--- src/marching_tetrahedra_cell_assert.svh ---
// Assertion macros shared by the marching tetrahedra cell RTL.
// Needs i_clk and i_rst_n in the scope where a macro is used.
`ifndef MARCHING_TETRAHEDRA_CELL_ASSERT_SVH
`define MARCHING_TETRAHEDRA_CELL_ASSERT_SVH
`ifndef ASSERT_OFF
// Same-cycle implication.
`define MTC_ASSERT_IMPLIES(label, ante, cons) \
    label: assert property (@(posedge i_clk) disable iff (!i_rst_n) (ante) |-> (cons)) \
        else $error("assertion failed: same-cycle implication");
// Next-cycle implication.
`define MTC_ASSERT_NEXT(label, ante, cons) \
    label: assert property (@(posedge i_clk) disable iff (!i_rst_n) (ante) |=> (cons)) \
        else $error("assertion failed: next-cycle implication");
`else
`define MTC_ASSERT_IMPLIES(label, ante, cons)
`define MTC_ASSERT_NEXT(label, ante, cons)
`endif
`endif

--- src/mtc_pkg.sv ---
// Package for the marching tetrahedra cell: default sizes and the lookup tables.
// Used by every module of the block; depends on nothing.
package mtc_pkg;

    localparam int GRID_BITS_DEF   = 10;
    localparam int SAMPLE_BITS_DEF = 16;
    localparam int FRAC_BITS_DEF   = 8;
    localparam int CFG_BITS        = 16;
    localparam int NUM_TETRA       = 6;
    localparam int NUM_SLOTS       = 2 * NUM_TETRA;
    localparam int SLOT_IDX_BITS   = 4;

    typedef logic [2:0] t_corner;
    typedef logic [3:0] t_mask;
    typedef logic [3:0] t_edge;            // {local a, local b}
    typedef logic [2:0][3:0] t_tri_edges;  // [vertex]
    typedef logic [1:0][2:0][3:0] t_case;  // [triangle][vertex]

    // Cube corner of local vertex i of tetrahedron k.
    function automatic t_corner tetra_corner(input logic [2:0] k, input logic [1:0] i);
        logic [3:0][2:0] row;
        begin
            case (k)
                3'd0:    row = {3'd2, 3'd3, 3'd7, 3'd0};
                3'd1:    row = {3'd6, 3'd2, 3'd7, 3'd0};
                3'd2:    row = {3'd6, 3'd7, 3'd4, 3'd0};
                3'd3:    row = {3'd2, 3'd6, 3'd1, 3'd0};
                3'd4:    row = {3'd1, 3'd6, 3'd4, 3'd0};
                3'd5:    row = {3'd4, 3'd6, 3'd1, 3'd5};
                default: row = '0;
            endcase
            return row[i];
        end
    endfunction

    // Corner offsets along each axis: {dz, dy, dx}.
    function automatic logic [2:0] corner_delta(input t_corner c);
        return {c[2], c[1], c[0] ^ c[1]};
    endfunction

    // Number of triangles a tetrahedron mask produces.
    function automatic logic [1:0] case_count(input t_mask m);
        logic [2:0] ones;
        begin
            ones = 3'(m[0]) + 3'(m[1]) + 3'(m[2]) + 3'(m[3]);
            if (ones == 3'd0 || ones == 3'd4) begin
                return 2'd0;
            end else if (ones == 3'd2) begin
                return 2'd2;
            end else begin
                return 2'd1;
            end
        end
    endfunction

    function automatic t_tri_edges mk_tri(input logic [1:0] a0, input logic [1:0] b0,
                                          input logic [1:0] a1, input logic [1:0] b1,
                                          input logic [1:0] a2, input logic [1:0] b2);
        return {a2, b2, a1, b1, a0, b0};
    endfunction

    // Edges crossed by each triangle of a case, in vertex order.
    function automatic t_case case_edges(input t_mask m);
        t_tri_edges t0;
        t_tri_edges t1;
        begin
            t0 = '0;
            t1 = '0;
            case (m)
                4'd1:  t0 = mk_tri(2'd0, 2'd1, 2'd0, 2'd3, 2'd0, 2'd2);
                4'd2:  t0 = mk_tri(2'd1, 2'd0, 2'd1, 2'd2, 2'd1, 2'd3);
                4'd3: begin
                    t0 = mk_tri(2'd3, 2'd0, 2'd2, 2'd0, 2'd1, 2'd3);
                    t1 = mk_tri(2'd2, 2'd0, 2'd2, 2'd1, 2'd1, 2'd3);
                end
                4'd4:  t0 = mk_tri(2'd2, 2'd0, 2'd2, 2'd3, 2'd2, 2'd1);
                4'd5: begin
                    t0 = mk_tri(2'd3, 2'd0, 2'd1, 2'd2, 2'd1, 2'd0);
                    t1 = mk_tri(2'd1, 2'd2, 2'd3, 2'd0, 2'd2, 2'd3);
                end
                4'd6: begin
                    t0 = mk_tri(2'd0, 2'd1, 2'd0, 2'd2, 2'd1, 2'd3);
                    t1 = mk_tri(2'd1, 2'd3, 2'd0, 2'd2, 2'd3, 2'd2);
                end
                4'd7:  t0 = mk_tri(2'd3, 2'd0, 2'd3, 2'd2, 2'd3, 2'd1);
                4'd8:  t0 = mk_tri(2'd3, 2'd1, 2'd3, 2'd2, 2'd3, 2'd0);
                4'd9: begin
                    t0 = mk_tri(2'd0, 2'd1, 2'd1, 2'd3, 2'd0, 2'd2);
                    t1 = mk_tri(2'd1, 2'd3, 2'd3, 2'd2, 2'd0, 2'd2);
                end
                4'd10: begin
                    t0 = mk_tri(2'd3, 2'd0, 2'd1, 2'd0, 2'd1, 2'd2);
                    t1 = mk_tri(2'd1, 2'd2, 2'd2, 2'd3, 2'd3, 2'd0);
                end
                4'd11: t0 = mk_tri(2'd2, 2'd1, 2'd2, 2'd3, 2'd2, 2'd0);
                4'd12: begin
                    t0 = mk_tri(2'd1, 2'd3, 2'd2, 2'd0, 2'd3, 2'd0);
                    t1 = mk_tri(2'd2, 2'd0, 2'd1, 2'd3, 2'd2, 2'd1);
                end
                4'd13: t0 = mk_tri(2'd1, 2'd0, 2'd1, 2'd3, 2'd1, 2'd2);
                4'd14: t0 = mk_tri(2'd0, 2'd1, 2'd0, 2'd2, 2'd0, 2'd3);
                default: begin
                    t0 = '0;
                    t1 = '0;
                end
            endcase
            return {t1, t0};
        end
    endfunction

endpackage

--- src/marching_tetrahedra_cell.sv ---
// Marching tetrahedra cell: triangles of the iso surface for one cube cell.
// Channels: the slave stream takes one cell per transaction (base coordinate
// and eight corner samples in tdata); the master stream gives one triangle
// per transaction (nine vertex coordinates in tdata, tlast on the cell's last
// triangle). A cell with no crossing gives no transaction. The threshold is
// written through i_cfg_wr_en / i_cfg_wr_data; the user must do so only while
// the block is idle, the block does not enforce it. Throughput: one triangle
// per cycle while the receiver takes them, from the issue stage handing out
// one triangle slot a cycle. A cell passes the cell register, the issue stage,
// the bit-per-stage divider pipelines of the three vertex lanes and the output
// register. Reset clears all valid flags and sets the threshold to zero.
// When the receiver stalls the whole pipeline holds; the output register
// keeps its triangle and the slave side stops taking cells.
// Depends on mtc_pkg, mtc_tetra_lane, mtc_div_pipe and the assertion header.
`include "marching_tetrahedra_cell_assert.svh"
module marching_tetrahedra_cell #(
    parameter int GRID_BITS   = mtc_pkg::GRID_BITS_DEF,
    parameter int SAMPLE_BITS = mtc_pkg::SAMPLE_BITS_DEF,
    parameter int FRAC_BITS   = mtc_pkg::FRAC_BITS_DEF,
    localparam int IN_W   = 3 * GRID_BITS + 8 * SAMPLE_BITS,
    localparam int IN_TW  = ((IN_W + 7) / 8) * 8,
    localparam int OW     = GRID_BITS + FRAC_BITS,
    localparam int OUT_W  = 9 * OW,
    localparam int OUT_TW = ((OUT_W + 7) / 8) * 8
) (
    input  logic                           i_clk,
    input  logic                           i_rst_n,
    input  logic                           i_cfg_wr_en,
    input  logic [mtc_pkg::CFG_BITS-1:0]   i_cfg_wr_data,
    input  logic                           i_s_tvalid,
    output logic                           o_s_tready,
    // base_x, base_y, base_z, sample_c0 .. sample_c7 from bit 0 up
    input  logic [IN_TW-1:0]               i_s_tdata,
    output logic                           o_m_tvalid,
    input  logic                           i_m_tready,
    // vert_a_x/y/z, vert_b_x/y/z, vert_c_x/y/z from bit 0 up
    output logic [OUT_TW-1:0]              o_m_tdata,
    output logic                           o_m_tlast
);

    localparam int NS   = mtc_pkg::NUM_SLOTS;
    localparam int SD_W = 6;
    localparam int S0_W = SD_W + 3 * GRID_BITS + 1;

    logic [SAMPLE_BITS-1:0] r_iso;
    logic                   w_en;
    logic                   w_s_acc;

    logic [7:0][SAMPLE_BITS-1:0]   w_in_samp;
    logic [5:0][3:0]               w_in_mask;
    logic [NS-1:0]                 w_in_slots;

    logic [NS-1:0]                 r_slots;
    logic [7:0][SAMPLE_BITS-1:0]   r_samp;
    logic [5:0][3:0]               r_mask;
    logic [3*GRID_BITS-1:0]        r_base;

    logic [NS-1:0]                 w_pick_oh;
    logic [NS-1:0]                 w_remain;
    logic [mtc_pkg::SLOT_IDX_BITS-1:0] w_pick;
    logic                          w_issue;
    mtc_pkg::t_case                w_case;
    logic [2:0]                    w_k;

    logic                          r_a_vld;
    logic [2:0][SAMPLE_BITS-1:0]   r_a_va;
    logic [2:0][SAMPLE_BITS-1:0]   r_a_vb;
    logic [2:0][SD_W-1:0]          r_a_dir;
    logic [3*GRID_BITS-1:0]        r_a_base;
    logic                          r_a_last;

    logic [2:0]                    w_d_vld;
    logic [2:0][FRAC_BITS:0]       w_d_q;
    logic [S0_W-1:0]               w_side0;
    logic [1:0][SD_W-1:0]          w_side12;
    logic [2:0][SD_W-1:0]          w_d_dir;
    logic [3*GRID_BITS-1:0]        w_d_base;
    logic [OUT_W-1:0]              n_out;

    logic                          r_out_vld;
    logic [OUT_W-1:0]              r_out;
    logic                          r_out_last;

    // Threshold register.
    always_ff @(posedge i_clk) begin
        if (!i_rst_n) begin
            r_iso <= '0;
        end else if (i_cfg_wr_en) begin
            r_iso <= SAMPLE_BITS'(i_cfg_wr_data);
        end
    end

    // The pipeline moves whenever the output register can take a triangle.
    assign w_en    = !r_out_vld || i_m_tready;
    assign w_remain = r_slots & (r_slots - NS'(1));
    assign o_s_tready = w_en && (w_remain == '0);
    assign w_s_acc = i_s_tvalid && o_s_tready;
    assign w_issue = r_slots != '0;

    // Unpack the cell and run the six tetrahedron lanes on it.
    for (genvar c = 0; c < 8; c++) begin : g_samp
        assign w_in_samp[c] = i_s_tdata[3*GRID_BITS + c*SAMPLE_BITS +: SAMPLE_BITS];
    end
    for (genvar k = 0; k < 6; k++) begin : g_lane
        logic [3:0][SAMPLE_BITS-1:0] w_ls;
        for (genvar i = 0; i < 4; i++) begin : g_v
            assign w_ls[i] = w_in_samp[mtc_pkg::tetra_corner(3'(k), 2'(i))];
        end
        mtc_tetra_lane #(
            .SAMPLE_BITS(SAMPLE_BITS)
        ) u_lane (
            .i_samp (w_ls),
            .i_iso  (r_iso),
            .o_mask (w_in_mask[k]),
            .o_slots(w_in_slots[2*k +: 2])
        );
    end

    // Cell register: holds the slots still to be issued.
    always_ff @(posedge i_clk) begin
        if (!i_rst_n) begin
            r_slots <= '0;
        end else if (w_s_acc) begin
            r_slots <= w_in_slots;
        end else if (w_en) begin
            r_slots <= w_remain;
        end
        if (w_s_acc) begin
            r_samp <= w_in_samp;
            r_mask <= w_in_mask;
            r_base <= i_s_tdata[3*GRID_BITS-1:0];
        end
    end

    // Merge: lowest pending slot goes first.
    assign w_pick_oh = r_slots & (~r_slots + NS'(1));
    always_comb begin
        w_pick = '0;
        for (int s = 0; s < NS; s++) begin
            if (w_pick_oh[s]) begin
                w_pick = mtc_pkg::SLOT_IDX_BITS'(s);
            end
        end
    end
    assign w_k    = w_pick[3:1];
    assign w_case = mtc_pkg::case_edges(r_mask[w_k]);

    // Issue stage: endpoints of the three crossing edges.
    always_ff @(posedge i_clk) begin
        if (!i_rst_n) begin
            r_a_vld <= 1'b0;
        end else if (w_en) begin
            r_a_vld <= w_issue;
        end
        if (w_en) begin
            for (int v = 0; v < 3; v++) begin
                r_a_va[v]  <= r_samp[mtc_pkg::tetra_corner(w_k, w_case[w_pick[0]][v][3:2])];
                r_a_vb[v]  <= r_samp[mtc_pkg::tetra_corner(w_k, w_case[w_pick[0]][v][1:0])];
                r_a_dir[v] <= {
                    mtc_pkg::corner_delta(mtc_pkg::tetra_corner(w_k, w_case[w_pick[0]][v][1:0])),
                    mtc_pkg::corner_delta(mtc_pkg::tetra_corner(w_k, w_case[w_pick[0]][v][3:2]))
                };
            end
            r_a_base <= r_base;
            r_a_last <= w_remain == '0;
        end
    end

    // Vertex lanes: one divider pipeline per triangle corner.
    mtc_div_pipe #(
        .SAMPLE_BITS(SAMPLE_BITS), .FRAC_BITS(FRAC_BITS), .SIDE_W(S0_W)
    ) u_div0 (
        .i_clk(i_clk), .i_rst_n(i_rst_n), .i_en(w_en), .i_valid(r_a_vld),
        .i_va(r_a_va[0]), .i_vb(r_a_vb[0]), .i_iso(r_iso),
        .i_side({r_a_last, r_a_base, r_a_dir[0]}),
        .o_valid(w_d_vld[0]), .o_quot(w_d_q[0]), .o_side(w_side0)
    );
    for (genvar v = 1; v < 3; v++) begin : g_div
        mtc_div_pipe #(
            .SAMPLE_BITS(SAMPLE_BITS), .FRAC_BITS(FRAC_BITS), .SIDE_W(SD_W)
        ) u_div (
            .i_clk(i_clk), .i_rst_n(i_rst_n), .i_en(w_en), .i_valid(r_a_vld),
            .i_va(r_a_va[v]), .i_vb(r_a_vb[v]), .i_iso(r_iso),
            .i_side(r_a_dir[v]),
            .o_valid(w_d_vld[v]), .o_quot(w_d_q[v]), .o_side(w_side12[v-1])
        );
    end

    assign w_d_dir  = {w_side12[1], w_side12[0], w_side0[SD_W-1:0]};
    assign w_d_base = w_side0[SD_W +: 3*GRID_BITS];

    // Coordinates: corner position plus or minus t along each axis.
    always_comb begin
        logic [OW-1:0] pos;
        logic          da;
        logic          db;
        for (int v = 0; v < 3; v++) begin
            for (int a = 0; a < 3; a++) begin
                da  = w_d_dir[v][a];
                db  = w_d_dir[v][3 + a];
                pos = (OW'(w_d_base[a*GRID_BITS +: GRID_BITS]) + OW'(da)) << FRAC_BITS;
                if (db && !da) begin
                    pos = pos + OW'(w_d_q[v]);
                end else if (da && !db) begin
                    pos = pos - OW'(w_d_q[v]);
                end
                n_out[(3*v + a)*OW +: OW] = pos;
            end
        end
    end

    // Output register.
    always_ff @(posedge i_clk) begin
        if (!i_rst_n) begin
            r_out_vld <= 1'b0;
        end else if (w_en) begin
            r_out_vld <= w_d_vld[0];
        end
        if (w_en) begin
            r_out      <= n_out;
            r_out_last <= w_side0[S0_W-1];
        end
    end

    assign o_m_tvalid = r_out_vld;
    assign o_m_tdata  = OUT_TW'(r_out);
    assign o_m_tlast  = r_out_last;

    // The three vertex lanes always run in lockstep.
    `MTC_ASSERT_IMPLIES(a_lanes_lockstep, w_d_vld[0], (w_d_vld[1] && w_d_vld[2]))
    // Pending slots hold while the pipeline is stalled.
    `MTC_ASSERT_NEXT(a_slots_hold, (r_slots != '0 && !w_en), (r_slots == $past(r_slots)))
    // A taken cell with crossings leaves pending work.
    `MTC_ASSERT_NEXT(a_cell_loaded, (w_s_acc && w_in_slots != '0), (r_slots != '0))

endmodule

--- src/mtc_tetra_lane.sv ---
// One tetrahedron lane: inside mask of its four corners and its triangle slots.
// Depends on mtc_pkg.
module mtc_tetra_lane #(
    parameter int SAMPLE_BITS = mtc_pkg::SAMPLE_BITS_DEF
) (
    input  logic [3:0][SAMPLE_BITS-1:0] i_samp,
    input  logic [SAMPLE_BITS-1:0]      i_iso,
    output mtc_pkg::t_mask              o_mask,
    output logic [1:0]                  o_slots
);

    logic [1:0] w_count;

    // A corner below the threshold counts as inside.
    always_comb begin
        for (int i = 0; i < 4; i++) begin
            o_mask[i] = i_samp[i] < i_iso;
        end
    end

    // Slot bit 0 is the first triangle, bit 1 the second.
    assign w_count = mtc_pkg::case_count(o_mask);
    assign o_slots = {w_count == 2'd2, w_count != 2'd0};

endmodule

--- src/mtc_div_pipe.sv ---
// Pipelined restoring divider for one vertex lane: t = (|iso-va| << F) / |vb-va|.
// One quotient bit per stage, sideband carried alongside. Depends on mtc_pkg.
module mtc_div_pipe #(
    parameter int SAMPLE_BITS = mtc_pkg::SAMPLE_BITS_DEF,
    parameter int FRAC_BITS   = mtc_pkg::FRAC_BITS_DEF,
    parameter int SIDE_W      = 6
) (
    input  logic                   i_clk,
    input  logic                   i_rst_n,
    input  logic                   i_en,
    input  logic                   i_valid,
    input  logic [SAMPLE_BITS-1:0] i_va,
    input  logic [SAMPLE_BITS-1:0] i_vb,
    input  logic [SAMPLE_BITS-1:0] i_iso,
    input  logic [SIDE_W-1:0]      i_side,
    output logic                   o_valid,
    output logic [FRAC_BITS:0]     o_quot,
    output logic [SIDE_W-1:0]      o_side
);

    localparam int NST = FRAC_BITS + 2;
    localparam int RW  = SAMPLE_BITS + 1;

    logic [NST-1:0]             r_vld;
    logic [RW-1:0]              r_rem  [NST];
    logic [SAMPLE_BITS-1:0]     r_den  [NST];
    logic [FRAC_BITS:0]         r_q    [NST];
    logic [NST-1:0]             r_dz;
    logic [SIDE_W-1:0]          r_side [NST];
    logic [SAMPLE_BITS-1:0]     n_num;
    logic [SAMPLE_BITS-1:0]     n_den;

    // Entry stage: absolute differences.
    assign n_num = (i_iso >= i_va) ? i_iso - i_va : i_va - i_iso;
    assign n_den = (i_vb >= i_va) ? i_vb - i_va : i_va - i_vb;

    always_ff @(posedge i_clk) begin
        if (!i_rst_n) begin
            r_vld[0] <= 1'b0;
        end else if (i_en) begin
            r_vld[0] <= i_valid;
        end
        if (i_en) begin
            r_rem[0]  <= RW'(n_num);
            r_den[0]  <= n_den;
            r_q[0]    <= '0;
            r_dz[0]   <= n_den == '0;
            r_side[0] <= i_side;
        end
    end

    // Quotient stages, most significant bit first.
    for (genvar j = 1; j < NST; j++) begin : g_stage
        logic [RW-1:0] w_part;
        logic          w_ge;
        if (j == 1) begin : g_first
            assign w_part = r_rem[j-1];
        end else begin : g_shift
            assign w_part = {r_rem[j-1][RW-2:0], 1'b0};
        end
        assign w_ge = w_part >= RW'(r_den[j-1]);

        always_ff @(posedge i_clk) begin
            if (!i_rst_n) begin
                r_vld[j] <= 1'b0;
            end else if (i_en) begin
                r_vld[j] <= r_vld[j-1];
            end
            if (i_en) begin
                r_rem[j]  <= w_ge ? w_part - RW'(r_den[j-1]) : w_part;
                r_den[j]  <= r_den[j-1];
                r_q[j]    <= {r_q[j-1][FRAC_BITS-1:0], w_ge};
                r_dz[j]   <= r_dz[j-1];
                r_side[j] <= r_side[j-1];
            end
        end
    end

    // A zero span means no interpolation.
    assign o_valid = r_vld[NST-1];
    assign o_quot  = r_dz[NST-1] ? '0 : r_q[NST-1];
    assign o_side  = r_side[NST-1];

endmodule

--- config.mk ---
export PLATFORM = sky130hd
export DESIGN_NAME = marching_tetrahedra_cell
export DESIGN_NICKNAME = d
export VERILOG_FILES = /design/src/mtc_pkg.sv /design/src/marching_tetrahedra_cell.sv /design/src/mtc_tetra_lane.sv /design/src/mtc_div_pipe.sv
export VERILOG_INCLUDE_DIRS = /design/src /design/src/src
export SDC_FILE = /design/constraint.sdc
export NUM_CORES = 2
export LEC_CHECK = 0
export BUFFER_PORTS_ARGS = -buffer_cell sky130_fd_sc_hd__buf_2
export CORE_MARGIN = 2
export CORE_UTILIZATION = 48
export DETAILED_ROUTE_END_ITERATION = 12
export SLEW_MARGIN = 10
export SYNTH_ARGS = -nofsm -noshare
export SYNTH_HDL_FRONTEND = slang
export SYNTH_SLANG_ARGS = --single-unit
export TNS_END_PERCENT = 30
--- constraint.sdc ---
create_clock -name i_clk -period 191.6 [get_ports i_clk]
set_input_delay 28.74 -clock i_clk [delete_from_list [all_inputs] [get_ports i_clk]]
set_output_delay 28.74 -clock i_clk [all_outputs]
set_load 0.05 [all_outputs]
======== After elaboration in Yosys (flattened, before gate mapping) ========
Memory sizes are Yosys's and may differ from the RTL's.
Cells that the tools add are included.
operators by class
  add/sub/neg operators ................... 84
  order comparisons ....................... 55
  equal/unequal tests ..................... 37
  mux-type cells .......................... 113
  bitwise logic cells ..................... 9
  reductions and logical operators ........ 65
operators by type and width
  cell                  number
  $ge A17 B16 Y1        27
  $mux W17              27
  $sub A17 B16 Y17      27
  $mux W18              18
  $bmux W16 S3          6
  $mux W16              12
  $sub A16 B16 Y16      12
  $pmux W12 S14         1
  $add A18 B9 Y18       9
  $sub A18 B9 Y18       9
  $pmux W12 S6          2
  $lt A16 B16 Y1        8
  $ge A16 B16 Y1        6
  $add A10 B1 Y10       9
  $mux W12              5
  $logic_not A16 Y1     3
  $mux W4               11
  $add A3 B1 Y3         12
  $bmux W3 S2           6
  $eq A4 B4 Y1 const B  7
  $lt A3 B4 Y1 const B  7
  $mux W9               3
  $and A12 B12 Y12      2
  $eq A3 B2 Y1 const B  8
  24 further kinds      126
storage, ports and cells
  bits in registers ....................... 560
  memory bits (writable) .................. 1750
  bits of input ports ..................... 181
  output and inout port bits .............. 171
  memories ................................ 12
memory list
  name                  depth  width  read ports  clocked after memory_dff  wr ports  RTL line            RTL
  u_div0.r_side         10     37     10          0                         10        mtc_div_pipe.sv:29  logic [SIDE_W-1:0] r_side [NST];
  g_div[1].u_div.r_rem  10     17     9           0                         10        mtc_div_pipe.sv:25  logic [RW-1:0] r_rem [NST];
  g_div[2].u_div.r_rem  10     17     9           0                         10        mtc_div_pipe.sv:25
  u_div0.r_rem          10     17     9           0                         10        mtc_div_pipe.sv:25
  g_div[1].u_div.r_den  10     16     9           0                         10        mtc_div_pipe.sv:26  logic [SAMPLE_BITS-1:0] r_den [NST];
  g_div[2].u_div.r_den  10     16     9           0                         10        mtc_div_pipe.sv:26
  6 more memories       -      -      -           -                         -         -

======== Logic depth before layout (Yosys ltp) ========
  depth after elaboration ................. 24
  gate-level depth with buffers ........... 20
  depth with buffers taken out ............ 20

======== Modules after synthesis ========
A second synthesis with hierarchy kept.
unflattened totals
  cell total of the unflattened synthesis .. 10107
  area, all modules ....................... 118582.5 sq um
by module, submodules not included
  module                         instances  cells each  area an instance (sq um)  seq. area each (sq um)
  mtc_div_pipe (u_div0)          1          2388        32992.9                   21610.7
  marching_tetrahedra_cell       1          2764        30799.5                   15314.7
  mtc_div_pipe (g_div[1].u_div)  1          2024        23418.7                   12301.8
  mtc_div_pipe (g_div[2].u_div)  1          1941        23143.4                   12301.8
  mtc_tetra_lane                 6          165         1371.3                    0.0

======== Least setup slack after synthesis ========
No wires, ideal clock.
  path kind ............................... input to output
  start ................................... input port i_m_tready
  end ..................................... output port o_s_tready
  arrival ................................. 82367 ps
  data required time ...................... 162860 ps
  slack ................................... 80493 ps
  cell stages on the path ................. 4
  path through ............................ nor2b_1 inv_1 buf_1 and2_1
on the way
  word-level cells in the longest chain between the ends .. 2
ends and longest elaborated chain
  element                  RTL line                        RTL
  from (decl)              marching_tetrahedra_cell.sv:35  input logic i_m_tready,
  $logic_or A1 B1 Y1       marching_tetrahedra_cell.sv:94  assign w_en = !r_out_vld || i_m_tready;
  net g_div[1].u_div.i_en  mtc_div_pipe.sv:10              input logic i_en,
  $logic_and A1 B1 Y1      marching_tetrahedra_cell.sv:96  assign o_s_tready = w_en && (w_remain == '0);
  to (decl)                marching_tetrahedra_cell.sv:31  output logic o_s_tready,
The timed path passes the listed nets, and every way through them passes these cells.

======== Final worst setup path ========
  start ................................... input port i_m_tready
  end ..................................... output port o_s_tready
on the way
  word-level cells in the longest chain between the ends .. 2
ends and longest elaborated chain
  element              RTL line
  $logic_or A1 B1 Y1   marching_tetrahedra_cell.sv:94
  $logic_and A1 B1 Y1  marching_tetrahedra_cell.sv:96
No other way between the ends.

==> key figures <==
CTS
  • Setup Buffers After CTS: 0
  • Reg clk slew, reported paths: 0.06 ns
  • Clock insertion delay at the later pin of the skew report: 0.88 ns
  • Maximum level of the CTS H-tree: 4
  • Sinks on the clock net: 2,033
  • CTS-repair resized insts: 0
  • TritonCTS buffer count: 214
  • Clock tree from TritonCTS: built
  • Number of buffers inserted for hold repair after clock tree synthesis: 0
  • Maximum number of buffers from clock root to sink: 3
  • Cell at the root of the clock tree: clkbuf_16

Global routing
  • GRT Residual Overflow: 0
  • Vias in the first global route: 71,009
  • First-pass GRT wire length: 418,000 um
  • Maximum number of pins on one net before global-route repair: 193
  • Overall routing resource usage: 23.0%
  • Number of antenna violations at the first check in global routing: 8

Yosys
  • Post-synthesis instance area: 0.111 mm2
  • Post-synthesis average cell area: 12.0 um2
  • Sequential fraction of the synthesis area: 54.7%
  • Syn. warnings: 0
  • Post-synthesis async set-or-reset flop share: 0%
  • Flops & latches, synth: between 2,000 and 2,500
  • Number of flops mapped to enable cells by yosys: between 1,500 and 2,000
  • Library cells used by synthesis: 100
  • Predominant post-synthesis flop cell: edfxtp_1
  • Gate count of the mapped netlist: between 9,000 and 10,000

Finish
  • Area growth from synthesis to final layout: 11.2%
  • Layout cell share with drive strength beyond 1: 11.5%
  • Final layout net count: 10,601

Worst hold path
  • WHS Path Cells: 0
  • Type of the worst min-delay path: reg -> reg
  • Worst Hold Launch: g_div[1].u_div.r_side[3][4]$_DFFE_PP_
  • Worst hold path endpoint: g_div[1].u_div.r_side[4][4]$_DFFE_PP_

Timing
  • Clk_skew: about 0.07 ns
  • Relative slew slack: a little over a fifth
  • Final setup violation count: 0
  • Worst Max-Slew Pin Slew: 1.18 ns
  • Number of pins with negative max-slew slack in the final report: 0
  • Fraction of the cycle the final worst path needs: between 30% and 40%
  • Period minus WS final: 58.80 ns
  • Setup tns final: 0 ns
  • Highest achievable clock rate: between 0.015 and 0.02 GHz
  • Final Hold Violating Endpoints: 0
  • Setup repair after global routing missed its margin: no

Routing
  • Final ANT Viol Nets: 0
  • Remaining design rule violation count: 0
  • Vias: approximately 72,000
  • Via count normalized by instance count: 5.65
  • Number of detailed-routing iterations run before antenna repair: 6
  • Wire length per cell after detailed routing: 21.5 um
  • First DRT Iteration DRCs: 5,103
  • Wire length reported by the detailed router: approximately 270,000 um

Worst setup path
  • Kind of start point of the critical path: input port
  • Startpoint of the lowest-slack register-to-register path: r_slots[0]$_SDFFE_PN0P_
  • Biggest fanout along the worst timing path: 109
  • Endpoint kind of the worst setup timing path: primary output
  • Data arrival time of the critical path: between 30 and 40 ns
  • Flop2flop setup slack: 184.77 ns
  • Worst EP required: 162.86 ns
  • Cell count of the worst reg-to-reg path: 13
  • Path type of the worst setup path: in -> out
  • Reg-to-Reg End: r_a_va[11]$_DFFE_PP_

Floorplan
  • # rows: between 150 and 200
  • Die height: between 400 and 500 um
  • Die ar.: around 0.23 mm2
  • Core Box Area: 0.230 mm2
  • Initial Utilization: 48.2%
  • Horizontal extent of the die: about 480 um
  • Number of ports placed on the die boundary: around 350

Run
  • MaxCap Viol Count: 0

Placed design
  • Final HPWL DP: roughly 200,000 um
  • Total of buffers placed on input and output ports: about 340
  • Placer's final routability congestion estimate: 0.906

Outcome
  • Run status: complete, no violations
## cells by family after synthesis
kind of cell	count (synthesis)	share of synthesized area (%)
other	1	0.00338
buffers and inverters	1120	4.11
muxes	722	6.82
and+or+nand+nor	2028	9.03
xor gates and xnor gates	475	3.75
AOI/OAI and AO/OA	2000	11.9
adders and majority gates	839	9.74
DFF	2033	54.7
## worst max-delay path by stage
stage               start          to  slack (ns)
6_report       i_m_tready  o_s_tready      132.80
3_3_place_gp   i_m_tready  o_s_tready      132.74
4_1_cts        i_m_tready  o_s_tready      132.71
2_1_floorplan  i_m_tready  o_s_tready       80.49
5_1_grt        i_m_tready  o_s_tready      132.66
3_5_place_dp   i_m_tready  o_s_tready      132.71
## critical path, cell delays in order
cell     delay (ns)
buf_2          0.08
nor2b_2        0.03
buf_4          0.21
inv_8          0.44
and2_1         0.22
buf_2          0.26
## cell usage after synthesis (46+ instances only)
library cell  instances  area (um2)
edfxtp_1           1993       59800
a21boi_0            112         841
o21ai_0             425        2130
a221oi_1             61         534
a211oi_1             99         743
nor4_1               69         432
nor3_1              164         821
clkbuf_1            184         691
nand2_1             560        2100
and2_1               57         357
mux2_2              255        2870
xor2_1              179        1570
a21oi_1             460        2300
inv_1               829        3110
nand2b_1            132         826
or3_1                58         363
a21o_1              244        1830
o31ai_1              57         428
a31oi_1              46         288
xnor2_1             296        2590
o22ai_1              96         601
and3_1               54         338
nand4_1             102         638
nor2b_1             157         982
nand3_1             109         546
ha_1                793        9920
nor2_1              450        1690
mux2i_1             462        4620
## stage by stage
stage               setup slack, ns  hold slack, ns  instances  util (%)  instance area, um2
CTS                          132.71           0.357      12798      53.6              123000
global route                 132.66           0.370      12800      53.6              123000
global placement             132.74           0.400      12395      50.4              116000
finish                       132.80           0.368      12803      53.6              123000
floorplan                     80.49           0.400       9223         -              111000
detailed placement           132.71           0.405      12395      50.4              116000
## metal layers
layer	GRT usage (%)	vias up	share of wire, %
li1	-	34899	-
met1	30.2	34810	43
met2	37.9	2148	47
met3	3.26	503	5.3
met4	10.2	0	4.6
met5	0	-	0
## cells in the final DEF, fill, tap and decap left out, drive strengths merged, types with 34 or more instances in the layout
master  count
nand2b    132
dfxtp      40
o22ai      96
o21ai     452
mux2      259
and3       54
o21bai     42
nand3     110
a21o      244
inv       832
a21boi    113
clkbuf    247
fa         42
xnor2     296
ha        793
and2       58
or3        58
nand4     102
nand3b     41
a31oi      48
a221oi     73
a22o       34
nor2      454
bufinv     34
a21oi     464
nand2     561
edfxtp   1993
nor2b     157
a211oi    100
nor3      165
o31ai      59
xor2      179
mux2i     463
clkinv    106
o211ai     41
nor4       72
buf       435
o21a       35
## sequential cells by signal, indices dropped and copies added (netlist names), 20 cells and up
signal / cells
u_div0.r_q: 45
r_a_va: 48
u_div0.r_den: 144
g_div.u_div.r_rem: 288
r_base: 30
u_div0.r_side: 370
g_div.u_div.r_q: 90
r_out: 162
u_div0.r_rem: 144
r_a_base: 30
r_a_vb: 48
r_samp: 128
g_div.u_div.r_den: 288
g_div.u_div.r_dz: 20
g_div.u_div.r_side: 120
## layout make-up
type	instances	area [um2]
clock inverter	156	2010
inverter	831	3140
antenna	5	12.5
tap	3026	3790
sequential	2033	60600
multi-input combinational	6070	45800
fill	19209	107000
clock buffer	247	5480
timing repair buffer	435	2430
Power is left out: the tool's default activity adds up to more than one toggle a clock period on the data nets, which glitch-free logic cannot reach.
